**src/kclc_pkg.sv**
```systemverilog
// kclc_pkg: shared types and constants for the keypad code lock controller
// no dependencies; imported by kclc_engine and keypad_code_lock_controller_unit
package kclc_pkg;

	// operating modes
	typedef enum logic [2:0] {
		MODE_MENU  = 3'd0,
		MODE_ENTRY = 3'd1,
		MODE_OLD   = 3'd2,
		MODE_NEW   = 3'd3,
		MODE_OPEN  = 3'd4,
		MODE_ALARM = 3'd5
	} mode_t;

	// event codes reported with each result word
	typedef enum logic [2:0] {
		EV_NONE    = 3'd0,
		EV_SYMBOL  = 3'd1,
		EV_DELETE  = 3'd2,
		EV_WRONG   = 3'd3,
		EV_OPENED  = 3'd4,
		EV_CHANGED = 3'd5,
		EV_CLOSED  = 3'd6,
		EV_ALARM   = 3'd7
	} event_t;

	// configuration register indexes
	typedef enum logic [2:0] {
		REG_MAX_ATTEMPTS     = 3'd0,
		REG_ALARM_TICKS      = 3'd1,
		REG_TOGGLE_TICKS     = 3'd2,
		REG_KEY_BEEP_TICKS   = 3'd3,
		REG_ALARM_BEEP_TICKS = 3'd4,
		REG_MIN_CODE_LENGTH  = 3'd5
	} reg_index_t;

	// key codes with a meaning of their own
	localparam logic [3:0] KEY_A    = 4'd10;
	localparam logic [3:0] KEY_B    = 4'd11;
	localparam logic [3:0] KEY_C    = 4'd12;
	localparam logic [3:0] KEY_D    = 4'd13;
	localparam logic [3:0] KEY_HASH = 4'd15;

	// item kinds
	localparam logic OP_KEY  = 1'b0;
	localparam logic OP_TICK = 1'b1;

	// configuration reset values
	localparam logic [3:0]  RST_MAX_ATTEMPTS     = 4'd3;
	localparam logic [15:0] RST_ALARM_TICKS      = 16'd10000;
	localparam logic [15:0] RST_TOGGLE_TICKS     = 16'd200;
	localparam logic [15:0] RST_KEY_BEEP_TICKS   = 16'd20;
	localparam logic [15:0] RST_ALARM_BEEP_TICKS = 16'd100;
	localparam logic [2:0]  RST_MIN_CODE_LENGTH  = 3'd4;

	// length of the code stored after reset (123456)
	localparam int RST_CODE_LEN = 6;

	typedef struct packed {
		logic [3:0]  max_attempts;
		logic [15:0] alarm_ticks;
		logic [15:0] toggle_ticks;
		logic [15:0] key_beep_ticks;
		logic [15:0] alarm_beep_ticks;
		logic [2:0]  min_code_length;
	} cfg_t;

	typedef struct packed {
		event_t     event_res;
		logic       alarm_on;
		logic [3:0] attempts_left;
		logic [2:0] entered_count;
		logic       buzzer_on;
		logic       led_green;
		mode_t      ui_mode;
	} res_t;

endpackage

```
**src/kclc_engine.sv**
```systemverilog
// kclc_engine: lock state (mode, entry buffer, stored code, timers) and the
// combinational update for one key or tick word; depends on kclc_pkg
module kclc_engine import kclc_pkg::*; #(
	parameter int CODE_DEPTH = 6
) (
	input  logic       clk,
	input  logic       arst_n,
	input  logic       step,
	input  logic       op,
	input  logic [3:0] key,
	input  cfg_t       cfg,
	output res_t       res
);

	localparam int LEN_W = $clog2(CODE_DEPTH + 1);
	localparam logic [LEN_W-1:0] DEPTH_LEN = LEN_W'(CODE_DEPTH);
	localparam logic [LEN_W-1:0] RST_LEN =
		LEN_W'((CODE_DEPTH < RST_CODE_LEN) ? CODE_DEPTH : RST_CODE_LEN);

	mode_t            mode_q, mode_d;
	logic [3:0]       entry_q [CODE_DEPTH];
	logic [3:0]       entry_d [CODE_DEPTH];
	logic [3:0]       code_q  [CODE_DEPTH];
	logic [3:0]       code_d  [CODE_DEPTH];
	logic [LEN_W-1:0] elen_q, elen_d;
	logic [LEN_W-1:0] clen_q, clen_d;
	logic [3:0]       attempts_q, attempts_d;
	logic             running_q, running_d;
	logic [15:0]      alarm_rem_q, alarm_rem_d;
	logic [15:0]      toggle_rem_q, toggle_rem_d;
	logic             phase_q, phase_d;
	logic [15:0]      buzz_q, buzz_d;
	logic             green_q, green_d;
	event_t           ev;
	logic             match;

	// entered code equals stored code
	always_comb begin
		match = (elen_q == clen_q);
		for (int i = 0; i < CODE_DEPTH; i++) begin
			if ((LEN_W'(i) < clen_q) && (entry_q[i] != code_q[i]))
				match = 1'b0;
		end
	end

	always_comb begin
		mode_d       = mode_q;
		entry_d      = entry_q;
		code_d       = code_q;
		elen_d       = elen_q;
		clen_d       = clen_q;
		attempts_d   = attempts_q;
		running_d    = running_q;
		alarm_rem_d  = alarm_rem_q;
		toggle_rem_d = toggle_rem_q;
		phase_d      = phase_q;
		buzz_d       = buzz_q;
		green_d      = green_q;
		ev           = EV_NONE;

		if (op == OP_TICK) begin
			if (buzz_q != 16'd0)
				buzz_d = buzz_q - 16'd1;
			if (running_q) begin
				if (alarm_rem_q == 16'd0) begin
					running_d = 1'b0;
					buzz_d    = 16'd0;
					green_d   = 1'b0;
				end else begin
					alarm_rem_d = alarm_rem_q - 16'd1;
					if (toggle_rem_q == 16'd0) begin
						toggle_rem_d = cfg.toggle_ticks;
						green_d      = ~phase_q;
						phase_d      = ~phase_q;
						buzz_d       = cfg.alarm_beep_ticks;
					end else begin
						toggle_rem_d = toggle_rem_q - 16'd1;
					end
				end
			end
		end else begin
			buzz_d = cfg.key_beep_ticks;
			unique case (mode_q)
				MODE_MENU: begin
					if (key == KEY_A)
						mode_d = MODE_ENTRY;
					else if (key == KEY_B)
						mode_d = MODE_OLD;
				end
				MODE_ENTRY, MODE_OLD, MODE_NEW, MODE_ALARM: begin
					priority if (key == KEY_HASH && mode_q != MODE_ALARM) begin
						elen_d = '0;
						mode_d = MODE_MENU;
					end else if (key == KEY_D && mode_q == MODE_NEW) begin
						// accept the new code if long enough
						if (elen_q >= LEN_W'(cfg.min_code_length)) begin
							code_d = entry_q;
							clen_d = elen_q;
							elen_d = '0;
							mode_d = MODE_MENU;
							ev     = EV_CHANGED;
						end
					end else if (key == KEY_D && mode_q == MODE_ALARM) begin
						elen_d = '0;
						if (match) begin
							attempts_d  = cfg.max_attempts;
							alarm_rem_d = 16'd0;
							mode_d      = MODE_MENU;
						end else begin
							running_d    = 1'b1;
							phase_d      = 1'b0;
							alarm_rem_d  = cfg.alarm_ticks;
							toggle_rem_d = 16'd0;
							ev           = EV_ALARM;
						end
					end else if (key == KEY_D) begin
						elen_d = '0;
						if (!match) begin
							if (attempts_q <= 4'd1) begin
								attempts_d   = 4'd0;
								mode_d       = MODE_ALARM;
								running_d    = 1'b1;
								phase_d      = 1'b0;
								alarm_rem_d  = cfg.alarm_ticks;
								toggle_rem_d = 16'd0;
								ev           = EV_ALARM;
							end else begin
								attempts_d = attempts_q - 4'd1;
								ev         = EV_WRONG;
							end
						end else if (mode_q == MODE_OLD) begin
							mode_d = MODE_NEW;
						end else begin
							attempts_d = cfg.max_attempts;
							green_d    = 1'b1;
							mode_d     = MODE_OPEN;
							ev         = EV_OPENED;
						end
					end else if (key == KEY_C) begin
						if (elen_q != '0) begin
							elen_d = elen_q - LEN_W'(1);
							ev     = EV_DELETE;
						end
					end else if (elen_q < DEPTH_LEN) begin
						// append symbol at the current length
						for (int i = 0; i < CODE_DEPTH; i++) begin
							if (elen_q == LEN_W'(i))
								entry_d[i] = key;
						end
						elen_d = elen_q + LEN_W'(1);
						ev     = EV_SYMBOL;
					end
				end
				MODE_OPEN: begin
					if (key == KEY_D) begin
						green_d = 1'b0;
						mode_d  = MODE_MENU;
						ev      = EV_CLOSED;
					end
				end
				default: begin
					ev = EV_NONE;
				end
			endcase
		end
	end

	always_ff @(posedge clk or negedge arst_n) begin
		if (!arst_n) begin
			mode_q       <= MODE_MENU;
			elen_q       <= '0;
			clen_q       <= RST_LEN;
			attempts_q   <= RST_MAX_ATTEMPTS;
			running_q    <= 1'b0;
			alarm_rem_q  <= 16'd0;
			toggle_rem_q <= 16'd0;
			phase_q      <= 1'b0;
			buzz_q       <= 16'd0;
			green_q      <= 1'b0;
			for (int i = 0; i < CODE_DEPTH; i++) begin
				entry_q[i] <= 4'd0;
				code_q[i]  <= (i < RST_CODE_LEN) ? 4'(i + 1) : 4'd0;
			end
		end else if (step) begin
			mode_q       <= mode_d;
			elen_q       <= elen_d;
			clen_q       <= clen_d;
			attempts_q   <= attempts_d;
			running_q    <= running_d;
			alarm_rem_q  <= alarm_rem_d;
			toggle_rem_q <= toggle_rem_d;
			phase_q      <= phase_d;
			buzz_q       <= buzz_d;
			green_q      <= green_d;
			entry_q      <= entry_d;
			code_q       <= code_d;
		end
	end

	// result reflects the state after this word
	always_comb begin
		res.ui_mode       = mode_d;
		res.led_green     = green_d;
		res.buzzer_on     = (buzz_d != 16'd0);
		res.entered_count = elen_d[2:0];
		res.attempts_left = attempts_d;
		res.alarm_on      = running_d;
		res.event_res     = ev;
	end

endmodule

```
**src/keypad_code_lock_controller_unit.sv**
```systemverilog
// keypad_code_lock_controller_unit: top level with stream ports, input and
// result registers and configuration registers; depends on kclc_pkg, kclc_engine
//
//  channel | direction | handshake          | payload
//  s_      | in        | s_tvalid/s_tready  | s_tdata key_code, s_tuser operation
//  m_      | out       | m_tvalid/m_tready  | m_tdata result fields
//  cfg_    | in        | cfg_we (no wait)   | cfg_addr, cfg_wdata
//
// a word sits in the input register; the engine updates the lock state and
// the result register in the same cycle
// an accepted word passes the input register, then the result register; a
// word per cycle while m_tready stays high
// when the result waits, one more word is held in the input register
// asynchronous reset puts the lock in menu with code 123456 and the
// configuration at its defaults
module keypad_code_lock_controller_unit import kclc_pkg::*; #(
	parameter int CODE_DEPTH = 6
) (
	input  logic        clk,
	input  logic        arst_n,
	input  logic        s_tvalid,
	output logic        s_tready,
	input  logic [7:0]  s_tdata,   // [3:0] key_code, [7:4] zero
	input  logic        s_tuser,   // [0] operation (0 key, 1 tick)
	output logic        m_tvalid,
	input  logic        m_tready,
	output logic [15:0] m_tdata,   // [2:0] ui_mode, [3] led_green, [4] buzzer_on,
	                               // [7:5] entered_count, [11:8] attempts_left,
	                               // [12] alarm_on, [15:13] event_res
	input  logic        cfg_we,
	input  logic [2:0]  cfg_addr,
	input  logic [15:0] cfg_wdata
);

	cfg_t       cfg_q;
	logic       valid_s1;
	logic       op_s1;
	logic [3:0] key_s1;
	logic       out_valid_q;
	res_t       res_q;
	res_t       res_next;
	logic       advance;
	logic       load;

	// word in the input register moves on when the result slot is free
	assign advance  = valid_s1 && (!out_valid_q || m_tready);
	assign s_tready = !valid_s1 || advance;
	assign load     = s_tvalid && s_tready;

	// configuration registers, out-of-range indexes ignored
	always_ff @(posedge clk or negedge arst_n) begin
		if (!arst_n) begin
			cfg_q.max_attempts     <= RST_MAX_ATTEMPTS;
			cfg_q.alarm_ticks      <= RST_ALARM_TICKS;
			cfg_q.toggle_ticks     <= RST_TOGGLE_TICKS;
			cfg_q.key_beep_ticks   <= RST_KEY_BEEP_TICKS;
			cfg_q.alarm_beep_ticks <= RST_ALARM_BEEP_TICKS;
			cfg_q.min_code_length  <= RST_MIN_CODE_LENGTH;
		end else if (cfg_we) begin
			unique case (cfg_addr)
				REG_MAX_ATTEMPTS:     cfg_q.max_attempts     <= cfg_wdata[3:0];
				REG_ALARM_TICKS:      cfg_q.alarm_ticks      <= cfg_wdata;
				REG_TOGGLE_TICKS:     cfg_q.toggle_ticks     <= cfg_wdata;
				REG_KEY_BEEP_TICKS:   cfg_q.key_beep_ticks   <= cfg_wdata;
				REG_ALARM_BEEP_TICKS: cfg_q.alarm_beep_ticks <= cfg_wdata;
				REG_MIN_CODE_LENGTH:  cfg_q.min_code_length  <= cfg_wdata[2:0];
				default: ;
			endcase
		end
	end

	// input register
	always_ff @(posedge clk or negedge arst_n) begin
		if (!arst_n) begin
			valid_s1 <= 1'b0;
		end else if (load) begin
			valid_s1 <= 1'b1;
		end else if (advance) begin
			valid_s1 <= 1'b0;
		end
	end

	always_ff @(posedge clk) begin
		if (load) begin
			op_s1  <= s_tuser;
			key_s1 <= s_tdata[3:0];
		end
	end

	kclc_engine #(
		.CODE_DEPTH(CODE_DEPTH)
	) u_engine (
		.clk    (clk),
		.arst_n (arst_n),
		.step   (advance),
		.op     (op_s1),
		.key    (key_s1),
		.cfg    (cfg_q),
		.res    (res_next)
	);

	// result register
	always_ff @(posedge clk or negedge arst_n) begin
		if (!arst_n) begin
			out_valid_q <= 1'b0;
		end else if (advance) begin
			out_valid_q <= 1'b1;
		end else if (m_tready) begin
			out_valid_q <= 1'b0;
		end
	end

	always_ff @(posedge clk) begin
		if (advance)
			res_q <= res_next;
	end

	assign m_tvalid = out_valid_q;
	assign m_tdata  = {res_q.event_res, res_q.alarm_on, res_q.attempts_left,
	                   res_q.entered_count, res_q.buzzer_on, res_q.led_green,
	                   res_q.ui_mode};

endmodule
```
**config.mk**
```make
export PLATFORM = sky130hd
export DESIGN_NAME = keypad_code_lock_controller_unit
export DESIGN_NICKNAME = d
export VERILOG_FILES = /design/src/kclc_pkg.sv /design/src/kclc_engine.sv /design/src/keypad_code_lock_controller_unit.sv
export SDC_FILE = /design/constraint.sdc
export NUM_CORES = 1
export LEC_CHECK = 0
export ABC_CLOCK_PERIOD_IN_PS = 3200
export BUFFER_PORTS_ARGS = -buffer_cell sky130_fd_sc_hd__buf_2
export CORE_MARGIN = 2
export CORE_UTILIZATION = 59
export CTS_CLUSTER_SIZE = 25
export DETAILED_ROUTE_END_ITERATION = 10
export HOLD_SLACK_MARGIN = 0.1
export PLACE_DENSITY = 0.8
export RECOVER_POWER = 100
export SETUP_SLACK_MARGIN = 0.02
export SYNTH_ARGS = -nofsm -noshare
export SYNTH_HDL_FRONTEND = slang
export SYNTH_SLANG_ARGS = --single-unit
```
**constraint.sdc**
```tcl
create_clock -name clk -period 3.2 [get_ports clk]
set_clock_uncertainty 0.05 [all_clocks]
set_input_delay 0.32 -clock clk [delete_from_list [all_inputs] [get_ports clk]]
set_output_delay 0.32 -clock clk [all_outputs]
set_load 0.005 [all_outputs]
```
==> results of run 1 <==
report_power, final:
group / leakage [nW] / total (mW) / switching [mW] / internal [mW]
clock: 0.356 / 2.51 / 1.03 / 1.49
combinational: 2.42 / 2.58 / 1.41 / 1.17
sequential: 2.41 / 3.83 / 0.550 / 3.28
total: 5.19 / 8.93 / 2.99 / 5.94
stage by stage:
| stage | power, mW | hold WS, ns | setup slack, ns |
|---|---|---|---|
| after floorplan | 5.57 | -0.0256 | 0.408 |
| after global placement | 6.21 | 0.381 | 0.159 |
| after detailed placement | 6.34 | 0.389 | 0.0595 |
| after CTS | 8.91 | 0.103 | 0.0256 |
| after global routing | 9.42 | 0.108 | 0.0449 |
| final | 8.93 | 0.106 | 0.165 |
layout by cell type, fill, tap and decap left out, drive strengths merged, types with 4 or more instances in the layout:
master	netlist	routed
nand2	106	106
mux2	123	123
clkbuf	49	58
and2	8	8
edfxtp	21	21
o22ai	8	8
o21ai	71	71
a22o	13	13
ha	15	15
a211oi	8	8
a221o	12	12
nor2b	8	8
a22oi	7	7
inv	21	22
dlygate4sd3	0	21
dfstp	29	29
nor2	66	66
clkinv	1	4
nor4	17	17
a221oi	4	4
o211ai	5	5
o31ai	20	20
a31oi	9	9
nand3	22	22
or3	11	11
or4	12	12
nor3	36	36
nand2b	14	14
dfrtp	156	156
xor2	16	16
a21oi	57	57
and3	7	7
buf	7	67
nand4	9	9
a21o	7	7
xnor2	17	17
cells in the mapped netlist (4+ instances only):
cell	count
a21oi_1	56
edfxtp_1	21
nand2_1	106
nor2_1	66
a21o_1	7
nand4_1	9
a31oi_1	9
a211oi_1	8
xnor2_1	17
or4_1	11
clkbuf_1	49
o22ai_1	8
nor3_1	36
nor2b_1	8
dfstp_2	29
ha_1	15
nand2b_1	14
nor4_1	16
xor2_1	16
inv_1	21
mux2_2	123
or3_1	11
o21ai_0	70
o31ai_1	20
and3_1	7
a22oi_1	7
a22o_1	13
dfrtp_1	156
and2_1	7
a221o_1	12
a221oi_1	4
o211ai_1	5
nand3_1	22
routing by layer:
metal  wire, um  GRT usage  vias to the layer above  part of all wire
met5          0          0                        -                 0
met4        782     0.0867                        0             0.030
met3       1710     0.0390                       66             0.065
met2      12800      0.452                      333              0.49
met1      11000      0.377                     4220              0.42
li1           -          -                     3992                 -
what timing repair did:
action | in CTS | in global routing
buffers inserted | 0 | 1
gates resized for setup | 0 | 6
hold buffers | 21 | 0
endpoints found under the hold margin | 113 | 0
setup endpoints to repair | 0 | 15
area by class of cell:
class	count	area, sq um	share of cell area
flip-flops and latches	206	5300	0.430
clock buffers	36	696	0.0564
well taps	229	287	0.0232
repair buffers	110	724	0.0588
inverters	22	82.6	0.00670
clock inverters	4	23.8	0.00193
multi-input cells	755	5220	0.423
worst max-delay path: stages (launching register included):
cell	delay, ns
dfrtp_1	0.44
or4_4	0.60
nor4_4	0.29
buf_4	0.17
a21oi_2	0.10
a22o_1	0.27
and2_4	0.22
and3_2	0.36
a22o_1	0.27
a21o_1	0.14
state kept, by name, indices dropped and copies added, names as in the netlist:
signal and cells:
valid_s1 1, u_engine.clen_q 3, u_engine.attempts_q 4, u_engine.running_q 1, op_s1 1, m_tvalid 1, u_engine.code_q 24, m_tdata 16
u_engine.phase_q 1, u_engine.elen_q 3, u_engine.mode_q 3, u_engine.buzz_q 16, cfg_q 71, u_engine.entry_q 24, u_engine.alarm_rem_q 16, u_engine.green_q 1
u_engine.toggle_rem_q 16, key_s1 4
kinds of logic after synthesis:
logic type / Yosys count
AOI/OAI and AO/OA: 249
xor gates and xnor gates: 33
adders and majority gates: 15
buffers and inverters: 78
DFF: 206
muxes: 126
and+or+nand+nor: 332
worst max path at each step:
stage / cells past startpoint / slack, ns / end / start
2_1_floorplan: 11 / 0.41 / u_engine.alarm_rem_q[8] / u_engine.alarm_rem_q[0]
3_3_place_gp: 10 / 0.16 / m_tdata[4] / u_engine.alarm_rem_q[1]
3_5_place_dp: 11 / 0.06 / m_tdata[4] / u_engine.alarm_rem_q[1]
4_1_cts: 11 / 0.03 / m_tdata[4] / u_engine.alarm_rem_q[1]
5_1_grt: 9 / 0.04 / m_tdata[4] / u_engine.alarm_rem_q[9]
6_report: 9 / 0.16 / u_engine.alarm_rem_q[2] / u_engine.alarm_rem_q[9]
==> out/results.tsv, run 1 <==
stage	metric	value	unit
outcome	outcome	finished with violations	
outcome	failing checks	capacitance limit, slew limit	
routing	routed len/inst	19.3	um
synthesis	multiplexer share of the synthesized area	0.131	
synthesis	Async SR Flop Fraction	0.898	
timing	min Tclk post-route	3.04	ns
synthesis	top_reg_cell synth	dfrtp_1	
synthesis	syn_area_per_cell	10.4	sq um
clock_network	H-tree lvl count	1	
worst_hold_path	hold endpoint	cfg_q[56]	
floorplan	Die W	139	um
finish	# fillers	1342	
critical_path	reg2reg end	u_engine.alarm_rem_q[2]	
timing	Hold Vio Cnt, Final	0	
clock_network	clk buf depth	3	
synthesis	EDFF count, synth	21	
run	max cap viols	1	
synthesis	post-synthesis net count	1087	
floorplan	core box area	18000	sq um
floorplan	die height	139	um
clock_network	Num CTS Buffers	23	
floorplan	die area	19400	sq um
floorplan	Starting Density	0.600	
finish	Inserted Diodes	0	
finish	Final Instance Count excl. Fillers	1362	
critical_path	type of element capturing the critical path	flop	
global_route	gr ovfl total	0	
synthesis	Synth cell types	71	
finish	Core Util, Final	0.686	
routing	DRT iter0 DRCs	683	
placed_design	gpl congestion	0.885	
synthesis	top cell type's share of synthesized area	0.362	
timing	Slew @ Worst Pin	2.12	ns
finish	share of layout cells above drive strength 1	0.240	
routing	TritonRoute pass-1 iters	5	
critical_path	Req. time, crit path	3.55	ns
synthesis	Cells after Synth	1039	
global_route	initial antenna violation count	0	
synthesis	Synth Register Bits	206	
critical_path	critical path class	flop to flop	
synthesis	Synth area leader	dfrtp_1	
synthesis	XOR/XNOR Fraction of Synth Area	0.0268	
routing	Detailed Route WL	26200	um
synthesis	simple-gate area share of the yosys netlist	0.153	
clock_network	CTS tree	done	
worst_hold_path	hold path depth	2	
global_route	first-pass GRT wire length	43600	um
finish	Final Instance Area	12300	sq um
power	Pwr Density	724	nW/um^2
placed_design	port bufs	46	
power	leakage power	5.19	nW
finish	nets@finish	1166	
timing	Fin Setup TNS	0	ns
placed_design	dpl cells	1300	
global_route	GRT Overall Usage	0.274	
clock_network	clk slew on worst S/H paths	0.06	ns
critical_path	R2R Setup Slk	0.16	ns
finish	area grow syn2layout	14.4	%
placed_design	Area after DPL	11400	sq um
routing	Vias/cell	6.32	
routing	Vias	8611	
timing	final setup vio count	0	
worst_hold_path	beginning of the worst hold path	cfg_wdata[5]	
critical_path	Setup crit start kind	flop	
timing	worst relative slew slack	-0.410	
synthesis	most area-consuming cells after synthesis	dfrtp_1 36%, mux2_2 13%, dfstp_2 7.1%, edfxtp_1 5.9%, nand2_1 3.7%	
routing	Residual DRC	0	
critical_path	WP data arrival	3.38	ns
timing	Max Clk Rate	329	MHz
timing	final period utilization	0.948	
routing	Antenna Nets Post-Route	0	
synthesis	Compound-Gate Fraction of Synth Area	0.151	
synthesis	adder-cell area share of the yosys netlist	0.0174	
clock_network	clk root buf	clkbuf_16	
critical_path	Reg2Reg Depth	9	
global_route	largest net degree at the start of global routing	86	
synthesis	largest family of logic cells by synthesized area	simple AND/OR/NAND/NOR gates	
global_route	vias in the first global route	8396	
clock_network	CTS sink count	206	
worst_hold_path	Worst Hold Class	input pin to flop	
synthesis	Yosys Warn Count	0	
power	VDD IR max	0.000520	V
critical_path	CP max FO	14	
timing	RSZ-0062 raised after global routing	false	
floorplan	Top Ports	51	
floorplan	number of core rows	49	
timing	max-slew violations	85	
placed_design	DP HPWL	17400	um
critical_path	Critical R2R Launch	u_engine.alarm_rem_q[9]	
synthesis	synthesized area	10800	sq um
clock_network	worst skew pair latency	0.51	ns
synthesis	register area share after synthesis	0.492	
Power figures use the tool's default switching activity.
==> run 2, diff against run 1 <==
- SYNTH_HIERARCHICAL: default -> 1
==> run 2 against run 1 <==
The flow finishes with violations (capacitance limit, slew limit, setup timing). Final area up 1.2%. Power rose by 3.4%. Sequential share of layout area shrank 0.50 points. Worst setup slack got worse by 0.17 ns. Cell count shrank 1.7%. Hold slack gained 0.0055 ns. First-iteration DRC count increased by 5.7%. Utilization up 1.3 points. Combinational power is 6% higher. Register-to-register slack lost 0.17 ns. Clock power increased by 3%. Critical endpoint is now m_tdata[4].
==> out/results.tsv, run 2 <==
stage	metric	value	unit	change
finish	Final Instance Count excl. Fillers	1339		-1.7%
timing	worst relative slew slack	-0.210		+0.200
critical_path	Buf+Inv Stages, Crit Path	2		+1
clock_network	CTS tree	done		
floorplan	die area	19200	sq um	-0.74%
synthesis	Yosys Warn Count	6		+6
critical_path	CP most frequent cell	or4b_4		
synthesis	Post-synth top cells	156 x dfrtp_1, 94 x mux2_2, 81 x o21ai_0, 65 x nand2_1, 52 x nor2_1		
critical_path	Critical R2R Launch	u_engine/alarm_rem_q[1]		
synthesis	Synth Register Bits	206		unchanged
finish	Core Util, Final	0.699		+0.0129
placed_design	gpl congestion	0.944		+6.7%
outcome	outcome	finished with violations		
routing	Vias/cell	6.44		+1.8%
timing	Final Worst Setup Slack	-0.000506	ns	-0.165 ns
placed_design	DP HPWL	17800	um	+2.2%
placed_design	dpl cells	1279		-1.6%
synthesis	Synth area leader	dfrtp_1		
clock_network	H-tree lvl count	1		unchanged
timing	RSZ-0062 raised after global routing	true		
worst_hold_path	Worst Hold Class	input pin to flop		
routing	Residual DRC	0		unchanged
synthesis	synthesized area	10700	sq um	-0.76%
clock_network	clk buf depth	3		unchanged
floorplan	die height	139	um	-0.37%
routing	Vias	8619		+0.093%
timing	Hold Vio Cnt, Final	0		unchanged
synthesis	register area share after synthesis	0.495		+0.00374
power	Pwr Density	740	nW/um^2	+2.1%
worst_hold_path	hold endpoint	cfg_q[12]		
synthesis	top-count cell post-synth	dfrtp_1		
floorplan	Starting Density	0.599		about the same
critical_path	reg2reg end	m_tdata[4]		
critical_path	Reg2Reg Depth	11		+2
critical_path	Req. time, crit path	3.39	ns	-0.16 ns
run	max cap viols	1		unchanged
global_route	GRT Overall Usage	0.283		+0.00954
critical_path	critical path class	flop to flop		
finish	most frequent cells in the layout	156 x dfrtp_1, 91 x mux2_2, 77 x o21ai_0, 63 x nand2_1, 57 x buf_4		
clock_network	clk slew on worst S/H paths	0.06	ns	about the same
synthesis	post-synthesis net count	1044		-4.0%
global_route	largest net degree at the start of global routing	75		-13%
synthesis	Cells after Synth	995		-4.2%
clock_network	Num CTS Buffers	22		-4.3%
floorplan	Die W	139	um	-0.37%
global_route	first-pass GRT wire length	44400	um	+1.8%
global_route	vias in the first global route	8589		+2.3%
global_route	gr ovfl total	0		unchanged
synthesis	top cell type's share of synthesized area	0.365		+0.00276
clock_network	clk root buf	clkbuf_16		
timing	Max Clk Rate	312	MHz	-5.2%
critical_path	CP peak stage delay	0.53	ns	-0.07 ns
placed_design	port bufs	46		unchanged
synthesis	syn_area_per_cell	10.7	sq um	+3.6%
critical_path	type of element capturing the critical path	flop		
critical_path	WP data arrival	3.39	ns	about the same
worst_hold_path	beginning of the worst hold path	cfg_wdata[9]		
synthesis	EDFF count, synth	21		unchanged
synthesis	top_reg_cell synth	dfrtp_1		
timing	min Tclk post-route	3.20	ns	+0.165 ns
floorplan	core box area	17800	sq um	-0.68%
critical_path	R2R Setup Slk	-0.0005	ns	-0.17 ns
floorplan	Top Ports	51		unchanged
finish	register with the most flip-flops	cfg_q		
critical_path	ordered list of cells on the worst path	inv_1, ha_2, or4b_4, or4b_4, nor3_1, buf_4, o21bai_1, a221oi_1, a221o_1, a2111oi_2, nand3_1		
critical_path	critical path's slowest cell	or4b_4		
routing	TritonRoute pass-1 iters	6		+1
floorplan	number of core rows	49		unchanged
timing	final setup vio count	1		+1
finish	most common cell after layout, fill and taps aside	dfrtp_1		
finish	nets@finish	1143		-2.0%
synthesis	Async SR Flop Fraction	0.898		unchanged
routing	Antenna Nets Post-Route	0		unchanged
finish	Largest regs	cfg_q: 71 flops, u_engine/code_q: 24 flops, u_engine/entry_q: 24 flops		
routing	Detailed Route WL	27300	um	+4.0%
routing	routed len/inst	20.4	um	+5.8%
synthesis	most area-consuming cells after synthesis	dfrtp_1 37%, mux2_2 9.9%, dfstp_2 7.1%, edfxtp_1 5.9%, o21ai_0 3.8%		
clock_network	worst skew pair latency	0.50	ns	about the same
outcome	failing checks	capacitance limit, slew limit, setup timing		
critical_path	CP max FO	4		-10
critical_path	critical path's top delay family	simple AND/OR/NAND/NOR gates		
timing	max-slew violations	75		-12%
worst_hold_path	hold path depth	2		unchanged
finish	area grow syn2layout	16.7	%	
power	VDD IR max	0.000557	V	+7.2%
finish	max reg flops	71		unchanged
global_route	initial antenna violation count	3		+3
timing	Slew @ Worst Pin	1.81	ns	-0.301 ns
timing	final period utilization	1.00		+0.0517
placed_design	Area after DPL	11500	sq um	+0.96%
synthesis	Synth cell types	74		+4.2%
routing	DRT iter0 DRCs	722		+5.7%
power	leakage power	5.17	nW	-0.47%
critical_path	Setup crit start kind	flop		
clock_network	CTS sink count	206		unchanged
finish	Final Instance Area	12500	sq um	+1.2%
finish	share of layout cells above drive strength 1	0.262		+0.0217
==> run 2: cell count changes in the layout (fill, tap and decap cells not counted), moves of 13 or more <==
cell | previous run | this run
o31ai_1 | 20 | 5
xnor2_1 | 17 | 30
nor2_1 | 66 | 52
mux2_2 | 123 | 91
nand2_1 | 106 | 63
buf_4 | 30 | 57
xor2_1 | 16 | 2
mux2_1 | 0 | 35
==> run 2: cell families after synthesis <==
logic type      synth area share
simple gates               0.134
compound gates             0.148
flops                      0.495
mux                        0.140
buf+inv                   0.0367
xor+xnor                  0.0262
fa+ha+maj                 0.0187
==> run 2: per-layer routing <==
layer | share of wire | up-vias | track usage | wire length (um)
met4 | 0.031 | 2 | 0.105 | 841
met3 | 0.072 | 83 | 0.0449 | 1980
met2 | 0.48 | 416 | 0.459 | 13100
met5 | 0.00040 | - | 0 | 11
met1 | 0.42 | 4231 | 0.391 | 11400
li1 | - | 3887 | - | -
==> run 2: final cells by class <==
class / instances / area, sq um
fillers: 1267 / 5370
flip-flops and latches: 206 / 5300
multi-input cells: 698 / 5090
repair buffers: 133 / 925
clock buffers: 36 / 706
well taps: 229 / 287
inverters: 33 / 124
clock inverters: 2 / 36.3
diodes: 2 / 5.00
==> run 2: metrics by stage <==
stage / worst slack (ns) / power [mW] / setup TNS, ns / hold slack [ns]
after floorplan: 0.00102 / 5.58 / 0 / -0.0256
after detailed placement: -0.0769 / 6.48 / -0.0769 / 0.318
after global placement: -0.0457 / 6.36 / -0.0457 / 0.314
after CTS: 0.0345 / 9.16 / 0 / 0.102
final: -0.000506 / 9.23 / -0.000506 / 0.111
after global routing: -0.119 / 9.73 / -1.64 / 0.111
==> run 2: worst max-delay path by stage <==
| stage | from | end | slack (ns) | cells after the start |
|---|---|---|---|---|
| floorplan | u_engine/alarm_rem_q[0] | m_tdata[4] | 0.001 | 12 |
| global placement | u_engine/alarm_rem_q[0] | m_tdata[4] | -0.05 | 11 |
| detailed placement | u_engine/buzz_q[7] | m_tdata[4] | -0.08 | 8 |
| CTS | u_engine/alarm_rem_q[1] | m_tdata[4] | 0.03 | 11 |
| global route | u_engine/alarm_rem_q[0] | m_tdata[4] | -0.12 | 11 |
| finish | u_engine/alarm_rem_q[1] | m_tdata[4] | -0.0005 | 11 |
==> run 2: what timing repair did <==
item | in CTS | in global routing
hold buffers | 16 | 0
setup endpoints to repair | 2 | 25
resized for setup | 9 | 10
pin swaps | 6 | 3
setup buffers | 0 | 4
endpoints found under the hold margin | 85 | 0
==> run 2: report_power, final <==
part           switching, mW  internal (mW)
clock network           1.00           1.58
logic                   1.47           1.28
registers              0.580           3.32
